**src/design/positional_list_store_defines.svh**
```systemverilog
// Assertion macros shared by the positional list store RTL.
// Each macro expects clk and arst_n to be visible where it is used.
`ifndef POSITIONAL_LIST_STORE_DEFINES_SVH
`define POSITIONAL_LIST_STORE_DEFINES_SVH

// The condition must hold in every cycle outside reset.
`define PLS_ASSERT_ALWAYS(label, cond, msg) \
	label: assert property (@(posedge clk) disable iff (!arst_n) (cond)) else $error(msg);

// When the antecedent holds, the consequent holds in the same cycle.
`define PLS_ASSERT_IMPLY(label, ante, cons, msg) \
	label: assert property (@(posedge clk) disable iff (!arst_n) (ante) |-> (cons)) \
		else $error(msg);

// When the antecedent holds, the consequent holds in the next cycle.
`define PLS_ASSERT_NEXT(label, ante, cons, msg) \
	label: assert property (@(posedge clk) disable iff (!arst_n) (ante) |=> (cons)) \
		else $error(msg);

`endif

```
**src/design/pls_pkg.sv**
```systemverilog
// Shared types and constants of the positional list store.
// Used by the cell, the read tree and the top level; depends on nothing.
`default_nettype none

package pls_pkg;

	// Port widths of the command and result words.
	localparam int KIND_W   = 3;
	localparam int POS_W    = 7;
	localparam int WORD_W   = 32;
	localparam int STATUS_W = 2;
	localparam int COUNT_W  = 7;

	// Operation codes.
	localparam logic [KIND_W-1:0] KIND_INSERT = 3'd0;
	localparam logic [KIND_W-1:0] KIND_REMOVE = 3'd1;
	localparam logic [KIND_W-1:0] KIND_READ   = 3'd2;
	localparam logic [KIND_W-1:0] KIND_WRITE  = 3'd3;
	localparam logic [KIND_W-1:0] KIND_CLEAR  = 3'd4;

	// Status codes.
	localparam logic [STATUS_W-1:0] ST_OK      = 2'd0;
	localparam logic [STATUS_W-1:0] ST_BAD_POS = 2'd1;
	localparam logic [STATUS_W-1:0] ST_FULL    = 2'd2;

	// Read tree group size.
	localparam int GRP = 8;

	// Broadcast to every cell: which update the accepted word performs.
	typedef struct packed {
		logic ins;
		logic rem;
		logic wr;
		logic rd;
	} cell_op_t;

endpackage

`default_nettype wire

```
**src/design/pls_cell.sv**
```systemverilog
// One list entry: holds, takes its left or right neighbor, or loads the new value.
// Depends on pls_pkg for the cell operation struct.
`default_nettype none

module pls_cell #(
	parameter int CAPACITY   = 64,
	parameter int DATA_WIDTH = 32,
	parameter int INDEX      = 0
) (
	input  wire logic                           clk,
	input  wire pls_pkg::cell_op_t              op,
	input  wire logic [$clog2(CAPACITY+1)-1:0]  pos,
	input  wire logic [DATA_WIDTH-1:0]          value,
	input  wire logic [DATA_WIDTH-1:0]          left,
	input  wire logic [DATA_WIDTH-1:0]          right,
	output logic      [DATA_WIDTH-1:0]          data,
	output logic      [DATA_WIDTH-1:0]          rd_lane
);
	import pls_pkg::*;

	localparam int CW = $clog2(CAPACITY + 1);
	localparam logic [CW-1:0] IDX = CW'(INDEX);

	logic [DATA_WIDTH-1:0] data_q;
	logic [DATA_WIDTH-1:0] data_d;
	logic                  hit;

	assign hit = (pos == IDX);

	always_comb begin
		data_d = data_q;
		priority if (op.ins) begin
			if (pos < IDX) begin
				data_d = left;
			end else if (hit) begin
				data_d = value;
			end
		end else if (op.rem) begin
			if (pos <= IDX) begin
				data_d = right;
			end
		end else if (op.wr) begin
			if (hit) begin
				data_d = value;
			end
		end
	end

	always_ff @(posedge clk) begin
		data_q <= data_d;
	end

	assign data    = data_q;
	assign rd_lane = (op.rd && hit) ? data_q : '0;

endmodule

`default_nettype wire

```
**config.mk**
```make
export PLATFORM = sky130hd
export DESIGN_NAME = pls_cell
export DESIGN_NICKNAME = d
export VERILOG_FILES = /design/src/design/positional_list_store_defines.svh /design/src/design/pls_pkg.sv /design/src/design/pls_cell.sv
export SDC_FILE = /design/constraint.sdc
export NUM_CORES = 1
export LEC_CHECK = 0
export BUFFER_PORTS_ARGS = -buffer_cell sky130_fd_sc_hd__buf_4
export CAP_MARGIN = 25
export CORE_ASPECT_RATIO = 1.1
export CORE_MARGIN = 1.5
export CORE_UTILIZATION = 40
export CTS_BUF_LIST = sky130_fd_sc_hd__clkbuf_8 sky130_fd_sc_hd__clkbuf_16
export CTS_CLUSTER_DIAMETER = 50
export CTS_CLUSTER_SIZE = 16
export DETAILED_ROUTE_END_ITERATION = 12
export GPL_TIMING_DRIVEN = 0
export PLACE_DENSITY = 0.82
export RECOVER_POWER = 25
export SYNTH_ARGS = -nofsm -noshare
export SYNTH_HDL_FRONTEND = slang
export SYNTH_SLANG_ARGS = --single-unit
```
**constraint.sdc**
```tcl
create_clock -name clk -period 3 [get_ports clk]
set_input_delay 0.3 -clock clk [delete_from_list [all_inputs] [get_ports clk]]
set_output_delay 0.3 -clock clk [all_outputs]
set_load 0.02 [all_outputs]
```
==> results of run 1 <==
==> worst max path at each step <==
stage               depth (start not counted)  slack [ps]  startpoint            endpoint
global placement                            5         210      pos[1]  data[28]$_DFFE_PP_
detailed placement                          6         330      pos[1]  data[28]$_DFFE_PP_
CTS                                         7         600      pos[1]         rd_lane[19]
global route                                7         480      pos[1]         rd_lane[23]
floorplan                                   4         740      pos[1]   data[0]$_DFFE_PP_
finish                                      7         610      pos[1]         rd_lane[19]
==> per-layer routing <==
| layer | up-vias | track usage (%) |
|---|---|---|
| met5 | - | 0 |
| met4 | 0 | 7.41 |
| met3 | 9 | 5.02 |
| met2 | 99 | 46.3 |
| met1 | 1186 | 32.5 |
| li1 | 1166 | - |
==> power groups by stage <==
stage | combinational, mW | sequential, mW | clock, mW
global route | 0.372 | 0.603 | 0.345
detailed placement | 0.380 | 0.607 | 0
floorplan | 0.128 | 0.658 | 0
finish | 0.340 | 0.598 | 0.322
CTS | 0.380 | 0.597 | 0.328
global placement | 0.368 | 0.605 | 0
==> cell usage after synthesis (all sizes together) (2+ instances only) <==
cell type / number
nor2: 11
nand2: 46
edfxtp: 32
and3: 32
o211ai: 46
a41oi: 9
nor2b: 2
o21ai: 9
buf: 4
clkbuf: 23
a21oi: 9
==> through the flow <==
step / hold slack, ps / worst slack [ps] / cells / util [%]
after floorplan: 507 / 738 / 230 / -
after global placement: 591 / 209 / 444 / 62.5
after detailed placement: 598 / 326 / 445 / 62.8
after CTS: 301 / 602 / 453 / 64.3
after global routing: 310 / 479 / 453 / 62.1
final: 304 / 607 / 453 / 62.1
==> worst max-delay path: cells and delay by family <==
family | cells | cell delay [ps]
AND/OR/NAND/NOR | 3 | 980
buffers and inverters | 4 | 820
==> cell type report <==
class,count,share of cell area [%]
clock inverters,3,0.416
flip-flops and latches,32,29.1
inverters,1,0.114
repair buffers,140,28.4
plain buffers,27,3.97
well taps,75,2.84
multi-input cells,170,33.1
clock buffers,5,2.08
==> logic make-up after synthesis <==
kind of cell,after synthesis,synth area share (%)
AOI/OAI and AO/OA,74,28.4
DFF,32,43.9
buffers and inverters,28,6.17
and+or+nand+nor,96,21.5
==> reports/results.tsv, run 1 <==
stage	metric	value	unit
cts	htreeDepth	2	
worst_setup_path	rr_startpoint	data[0]$_DFFE_PP_	
floorplanning	ios	172	
cts	clock_path_buffers	2	
worst_setup_path	r2r_slack	2060	ps
logic_synthesis	ys.flop_type	edfxtp_1	
detailed_routing	ant_nets	0	
placement	port_buffers	139	
cts	cts_buffers	5	
sta	tns	0	ps
logic_synthesis	ys_async_sr_fraction	0	%
sta	slew_viol_final	0	
cts	ctsHoldBuffers	0	
worst_setup_path	crit_path_start_kind	primary input	
logic_synthesis	yosysSeqAreaShare	43.9	%
logic_synthesis	netlist.area_leader.share	43.9	%
finish	largest_register_ffs	32	
power_and_ir_drop	p_sw_share	31.8	%
worst_setup_path	worst-setup-path-type	in2out	
worst_setup_path	r2r-end	data[0]$_DFFE_PP_	
finish	final_cell_area	0.00331	sq mm
sta	fin_crit_sh	79.8	%
detailed_routing	highest_layer	met4	
logic_synthesis	synthCells	230	
floorplanning	die_y	80.6	microns
finish	diodes	0	
sta	final-setup-viol-count	0	
sta	finalCriticalPeriod	2390	ps
detailed_routing	wire_per_inst	16.7	microns
floorplanning	num_rows	28	
power_and_ir_drop	finalPower	1.26	mW
floorplanning	die_area	0.00593	sq mm
worst_setup_path	cp_common_cell	buf_4	
logic_synthesis	ys_types	20	
worst_setup_path	crit_chain	buf_4, or4_4, buf_6, nor2_2, clkbuf_1, and3_1, buf_4	
power_and_ir_drop	leakage	1.49	nW
global_routing	grt_max_degree	21	
placement	place_congestion	0.750	
power_and_ir_drop	p_per_area	381	mW/mm^2
finish	area_delta_synth_final	50.9	%
cts	cts_tree	yes	
power_and_ir_drop	vdd_drop_max	262	uV
detailed_routing	via_per_inst	5.43	
min_path	hp-start	right[15]	
worst_setup_path	end_kind	output pin	
cts	insertion_delay	280	ps
placement	postPlaceCellArea	0.00334	sq mm
logic_synthesis	ys_ff_latch	32	
worst_setup_path	critPathSlowestCell	or4_4	
sta	fmaxAchievable	418	MHz
worst_setup_path	cp.required	2700	ps
logic_synthesis	synth_edf_count	32	
global_routing	antenna_found_initial	0	
finish	area.sequential	961	sq um
power_and_ir_drop	p_int	859	uW
finish	finalNetCount	485	
worst_setup_path	crit_fanout	10	
detailed_routing	dr_wl_met2	3860	microns
global_routing	grt_usage	26.4	%
detailed_routing	drtPass1Iterations	4	
detailed_routing	met1Wirelength	3150	microns
placement	hpwl	5620	microns
global_routing	overflow	0	
power_and_ir_drop	power_frac_comb	27.0	%
finish	drive_above_1_share	37.6	%
detailed_routing	wl	7560	microns
sta	relSlewSlack	40.3	%
logic_synthesis	syn_avg_cell_area	9.53	sq um
finish	layout_commonest_cell	buf_4	
worst_setup_path	cp.arrival	2090	ps
logic_synthesis	yosys_warnings	0	
finish	fillCellCount	528	
detailed_routing	drc	0	
logic_synthesis	synth_top_cell_by_area	edfxtp_1	
sta	skew	0	ps
cts	cts_sinks	32	
min_path	hold-path-cell-count	3	
sta	hold_viol_final	0	
sta	rsz0062_at_grt	no	
global_routing	grt_pass1_wl	11800	microns
worst_setup_path	reg2reg_depth	2	
power_and_ir_drop	power_frac_seq	47.4	%
min_path	min_to	data[15]$_DFFE_PP_	
logic_synthesis	synth_area_leaders	edfxtp_1, o211ai_2, and3_1	
power_and_ir_drop	p_sw	401	uW
floorplanning	coreArea	0.00533	sq mm
finish	final_cell_mix	buf_4, clkbuf_1, nand2_1, and3_1, edfxtp_1	
logic_synthesis	syn_area	0.00219	sq mm
detailed_routing	num_vias	2460	
detailed_routing	drtIter0Drc	110	
floorplanning	die_width	73.6	microns
run	cap_viol_max_count	0	
cts	cts-resized-gates	0	
floorplanning	start_util	41.1	%
power_and_ir_drop	p_clk_share	25.6	%
global_routing	first_global_vias	2446	
worst_setup_path	max_stage_delay	530	ps
run_status	status	complete, no violations	
sta	worst_pin_slew	888	ps
logic_synthesis	syn-num-nets	338	
detailed_routing	wl_met3	449	microns
cts	cts.reportedPaths.clkPinSlew	70	ps
cts	post_cts_buffers	0	
min_path	hold_path_class	in2reg	
cts	root_buffer	clkbuf_8	
finish	multi_input_area	0.00109	sq mm
Power figures use the tool's default switching activity.
==> run 2, diff against run 1 <==
Settings changed: CORE_UTILIZATION 40 to 36, PLACE_DENSITY 0.82 to 0.78.
Clock period 3 ns to 2 ns, I/O delays scaled along.
==> run 2 against run 1 <==
  * Sequential share of layout area shrank 0.26 points
  * Non-clock buffer count shrank 1
  * Register-to-register slack lost 990 ps
  * Global-route usage shrank 3.5 points
  * First-iteration DRC count shrank 3.6%
  * Clock power grew 94%
  * Wire length grew 0.42%
  * Cell count grew 0.22%
  * Critical path type is now in2reg
==> reports/results.tsv, run 2 (synthesized netlist as in run 1, its figures left out) <==
stage	metric	value	unit
run_status	status	complete, no violations	
placement	postPlaceCellArea	0.00333	sq mm
cts	cts.reportedPaths.clkPinSlew	70	ps
worst_setup_path	cp.required	1920	ps
floorplanning	die_area	0.00656	sq mm
detailed_routing	wl	7590	microns
detailed_routing	drtPass1Iterations	4	
finish	final_cell_area	0.00334	sq mm
cts	cts_sinks	32	
cts	insertion_delay	290	ps
detailed_routing	num_vias	2484	
sta	finalCriticalPeriod	1900	ps
floorplanning	coreArea	0.00581	sq mm
worst_setup_path	cpLargestDelayFamily	simple AND/OR/NAND/NOR gates	
cts	ctsHoldBuffers	0	
floorplanning	num_rows	29	
sta	worst_pin_slew	820	ps
detailed_routing	ant_nets	0	
global_routing	overflow	0	
floorplanning	die_width	77.4	microns
placement	port_buffers	139	
power_and_ir_drop	leakage	1.51	nW
run	cap_viol_max_count	0	
finish	area.sequential	961	sq um
worst_setup_path	crit_chain	buf_4, or4_4, buf_6, nor2_4, a211o_2	
sta	final-setup-viol-count	0	
detailed_routing	wire_per_inst	16.7	microns
cts	cts_tree	yes	
finish	diodes	0	
finish	multi_input_area	0.00110	sq mm
finish	fin_util	57.5	%
placement	hpwl	5570	microns
sta	relSlewSlack	44.9	%
sta	skew	0	ps
floorplanning	ios	172	
global_routing	grt_max_degree	33	
detailed_routing	drc	0	
global_routing	antenna_found_initial	0	
worst_setup_path	cp.arrival	1810	ps
finish	final_cell_mix	buf_4, clkbuf_1, nand2_1, and3_1, edfxtp_1	
min_path	hold_path_class	in2reg	
power_and_ir_drop	finalPower	2.03	mW
detailed_routing	drtIter0Drc	106	
finish	largest_register_ffs	32	
floorplanning	start_util	37.7	%
placement	place_ws	-295	ps
worst_setup_path	critPathBufInv	2	
sta	hold_viol_final	0	
floorplanning	die_y	84.8	microns
sta	fin_crit_sh	94.9	%
cts	clock_path_buffers	2	
finish	fillCellCount	581	
finish	layout_commonest_cell	buf_4	
placement	place_congestion	0.785	
cts	htreeDepth	2	
finish	area_delta_synth_final	52.3	%
global_routing	first_global_vias	2430	
sta	setup_slack	101	ps
power_and_ir_drop	vdd_drop_max	478	uV
detailed_routing	via_per_inst	5.47	
sta	fmaxAchievable	527	MHz
finish	finalNetCount	484	
global_routing	grt_usage	22.8	%
sta	slew_viol_final	0	
sta	tns	0	ps
power_and_ir_drop	p_per_area	609	mW/mm^2
sta	rsz0062_at_grt	no	
cts	cts_buffers	5	
worst_setup_path	worst-setup-path-type	in2reg	
worst_setup_path	end_kind	flop	
finish	drive_above_1_share	38.5	%
worst_setup_path	max_stage_delay	650	ps
worst_setup_path	crit_path_start_kind	primary input	
worst_setup_path	crit_fanout	32	
cts	root_buffer	clkbuf_8	
global_routing	grt_pass1_wl	11900	microns
cts	post_cts_buffers	0	
worst_setup_path	critPathSlowestCell	a211o_2	
## run 2: cell types whose count changed in the layout (fill, tap and decap cells not counted)
| cell | previous run | this run |
|---|---|---|
| a211o_1 | 1 | 0 |
| a211o_2 | 0 | 1 |
| buf_4 | 107 | 108 |
| buf_8 | 1 | 0 |
| bufinv_16 | 0 | 1 |
| clkbuf_1 | 55 | 52 |
| clkbuf_4 | 0 | 2 |
| clkinv_1 | 2 | 1 |
| clkinv_2 | 2 | 1 |
| inv_1 | 0 | 1 |
| nor2_2 | 1 | 0 |
| nor2_4 | 0 | 1 |
## run 2: power by group
group / switching, mW / internal [mW] / total, mW / leakage, nW
logic: 0.297 / 0.211 / 0.508 / 1.13
registers: 0.0579 / 0.839 / 0.897 / 0.322
clock network: 0.261 / 0.365 / 0.626 / 0.0593
total: 0.616 / 1.42 / 2.03 / 1.51
## run 2: what timing repair did
item | in CTS | in global routing
endpoints found under the setup margin | 30 | 62
endpoints found under the hold margin | 0 | 0
resized for setup | 5 | 4
## run 2: worst register-to-register path, cell delays in order, from the launching register on
cell      delay [ps]
edfxtp_1         440
o211ai_1         130
o211ai_2         110
## run 2: per-stage QoR
stage	cells	hold WS [ps]
after floorplan	230	407
after global placement	446	493
after detailed placement	446	501
after CTS	454	195
after global routing	454	206
final	454	200
## run 2: final timing paths
kind	endpoint	cells after the start	from	slack [ps]
max	data[29]$_DFFE_PP_	5	pos[1]	100
min	data[15]$_DFFE_PP_	3	right[15]	200
max reg2reg	data[30]$_DFFE_PP_	2	data[30]$_DFFE_PP_	1070
min reg2reg	data[14]$_DFFE_PP_	2	data[14]$_DFFE_PP_	640
## run 2: metal layers
metal	share of wire, %	track usage, %	routed length [microns]
met1	41	29.6	3090
met2	50	38.4	3770
met3	8.6	4.73	650
met4	1.1	6.78	86
met5	0	0	0
## run 2: layout make-up
class                      count  share of cell area (%)
buffer                        27                    4.28
inverter                       1                   0.113
sequential                    32                    28.8
clock buffer                   5                    2.06
timing repair buffer         139                    27.7
multi-input combinational    170                    33.0
clock inverter                 3                    1.16
tap                           77                    2.89
==> run 3, diff against run 2 <==
Settings changed: CELL_PAD_IN_SITES_DETAIL_PLACEMENT set to 1, CELL_PAD_IN_SITES_GLOBAL_PLACEMENT set to 1, CORE_UTILIZATION 36 to 25, PLACE_DENSITY 0.78 to 0.79.
==> run 3 against run 2 <==
  * Core utilization fell by 17 points
  * Power fell by 5.7%
  * Via count fell by 0.44%
  * Sequential cell count did not move
  * Count of clock-buffer cells in the layout did not move
  * Highest routed layer unchanged
==> reports/results.tsv, run 3 (synthesized netlist as in run 1, its figures left out) <==
stage	metric	value	unit
power_and_ir_drop	power_frac_comb	28.0	%
cts	root_buffer	clkbuf_8	
sta	final-setup-viol-count	0	
cts	post_cts_buffers	0	
detailed_routing	drtIter0Drc	66	
cts	htreeDepth	2	
power_and_ir_drop	p_int	1.31	mW
worst_setup_path	crit_path_start_kind	primary input	
run_status	status	complete, no violations	
global_routing	first_global_vias	2632	
placement	place_congestion	0.774	
placement	postPlaceCellArea	0.00337	sq mm
finish	area_delta_synth_final	55.5	%
finish	largest_register_ffs	32	
cts	clock_path_buffers	2	
floorplanning	die_width	92.3	microns
worst_setup_path	r2r_slack	1070	ps
cts	cts_buffers	5	
worst_setup_path	critPathBufInv	2	
sta	skew	0	ps
power_and_ir_drop	p_sw	610	uW
finish	area.sequential	961	sq um
placement	port_buffers	139	
power_and_ir_drop	p_clk_share	25.1	%
detailed_routing	num_vias	2473	
power_and_ir_drop	finalPower	1.92	mW
sta	relSlewSlack	42.3	%
finish	final_cell_mix	buf_4, nand2_1, clkbuf_1, and3_1, edfxtp_1	
global_routing	antenna_found_initial	0	
global_routing	grt_max_degree	33	
min_path	min_to	data[20]$_DFFE_PP_	
power_and_ir_drop	p_sw_share	31.8	%
finish	diodes	0	
worst_setup_path	cp.required	1920	ps
cts	cts_tree	yes	
finish	layout_commonest_cell	buf_4	
finish	fin_util	40.3	%
sta	slew_viol_final	0	
finish	final_cell_area	0.00341	sq mm
worst_setup_path	end_kind	flop	
min_path	hp-start	right[20]	
global_routing	overflow	0	
detailed_routing	wire_per_inst	18.0	microns
worst_setup_path	cp.arrival	1870	ps
floorplanning	num_rows	35	
placement	hpwl	6680	microns
global_routing	grt_pass1_wl	13800	microns
power_and_ir_drop	leakage	1.55	nW
cts	cts.reportedPaths.clkPinSlew	70	ps
sta	fin_crit_sh	97.6	%
min_path	hold_path_class	in2reg	
sta	fmaxAchievable	512	MHz
detailed_routing	ant_nets	0	
finish	fillCellCount	1014	
run	cap_viol_max_count	0	
sta	hold_viol_final	0	
finish	multi_input_area	0.00110	sq mm
cts	ctsHoldBuffers	0	
cts	insertion_delay	280	ps
worst_setup_path	crit_chain	buf_4, or4_4, buf_6, nor2_4, a211o_2	
floorplanning	die_y	101	microns
floorplanning	start_util	25.9	%
finish	drive_above_1_share	41.4	%
worst_setup_path	rr_startpoint	data[28]$_DFFE_PP_	
sta	rsz0062_at_grt	yes	
worst_setup_path	r2r-end	data[28]$_DFFE_PP_	
cts	cts_sinks	32	
min_path	hold-path-cell-count	3	
sta	worst_pin_slew	858	ps
worst_setup_path	max_stage_delay	680	ps
power_and_ir_drop	power_frac_seq	46.9	%
worst_setup_path	cpLargestDelayFamily	simple AND/OR/NAND/NOR gates	
detailed_routing	drc	0	
floorplanning	die_area	0.00933	sq mm
worst_setup_path	worst-setup-path-type	in2reg	
floorplanning	ios	172	
placement	place_ws	-430	ps
finish	finalNetCount	484	
worst_setup_path	crit_fanout	32	
placement	dp.cells	480	
global_routing	grt_usage	18.9	%
worst_setup_path	reg2reg_depth	2	
sta	finalCriticalPeriod	1950	ps
power_and_ir_drop	vdd_drop_max	236	uV
finish	final-instance-count-excl-fill	488	
detailed_routing	via_per_inst	5.07	
floorplanning	coreArea	0.00845	sq mm
worst_setup_path	critPathSlowestCell	a211o_2	
detailed_routing	wl	8800	microns
sta	setup_slack	47.2	ps
power_and_ir_drop	p_per_area	563	mW/mm^2
detailed_routing	drtPass1Iterations	4	
==> run 3: changes by cell type in the layout (fill, tap and decap cells not counted) <==
| cell | delta |
|---|---|
| buf_4 | +12 |
| clkinv_1 | +1 |
| bufinv_16 | -1 |
| clkbuf_8 | +1 |
| inv_1 | +1 |
| clkbuf_1 | -13 |
| clkinv_2 | -1 |
==> run 3: how the worst max path moves through the flow <==
stage	startpoint	end	slack, ps	cells past startpoint
after floorplan	pos[1]	data[0]$_DFFE_PP_	130	4
after global placement	pos[1]	data[17]$_DFFE_PP_	-420	5
after detailed placement	pos[1]	data[12]$_DFFE_PP_	-430	5
after CTS	pos[1]	data[12]$_DFFE_PP_	-2	5
after global routing	pos[1]	data[9]$_DFFE_PP_	-30	5
final	pos[1]	data[12]$_DFFE_PP_	50	5
==> run 3: power by group through the flow <==
stage / clock (mW) / sequential, mW / combinational [mW]
3_3_place_gp: 0 / 0.909 / 0.557
4_1_cts: 0.494 / 0.899 / 0.576
2_1_floorplan: 0 / 0.987 / 0.193
3_5_place_dp: 0 / 0.912 / 0.575
5_1_grt: 0.526 / 0.909 / 0.581
6_report: 0.481 / 0.898 / 0.537
==> run 3: final cells by class <==
cell class | instances | area share, %
multi-input cells | 170 | 32.3
repair buffers | 139 | 28.5
flip-flops and latches | 32 | 28.2
plain buffers | 27 | 4.37
well taps | 111 | 4.08
clock buffers | 5 | 2.02
clock inverters | 3 | 0.331
inverters | 1 | 0.110
==> run 3: stage by stage <==
stage | hold WS [ps] | TNS, ps
after floorplan | 407 | 0
after global placement | 490 | -20530
after detailed placement | 499 | -21240
after CTS | 198 | -17.5
after global routing | 200 | -937
final | 205 | 0
==> run 3: metal layers <==
metal	wire, microns	vias up	global-route usage (%)	share of wire (%)
met5	0	-	0	0
met4	95	0	3.79	1.1
met3	545	8	4.95	6.2
met2	4530	94	34.6	51
met1	3630	1205	22.4	41
li1	-	1166	-	-
==> run 3: worst register-to-register path: cells and delay by family, from the launching register on <==
| kind | cells | cell delay [ps] |
|---|---|---|
| flops | 1 | 440 |
| compound gates | 2 | 230 |
==> run 3: timing repair <==
action / CTS / global route
endpoints found under the hold margin: 0 / 0
endpoints found under the setup margin: 62 / 53
pin swaps: 0 / 1
gates resized for setup: 6 / 4
cloned: 0 / 0
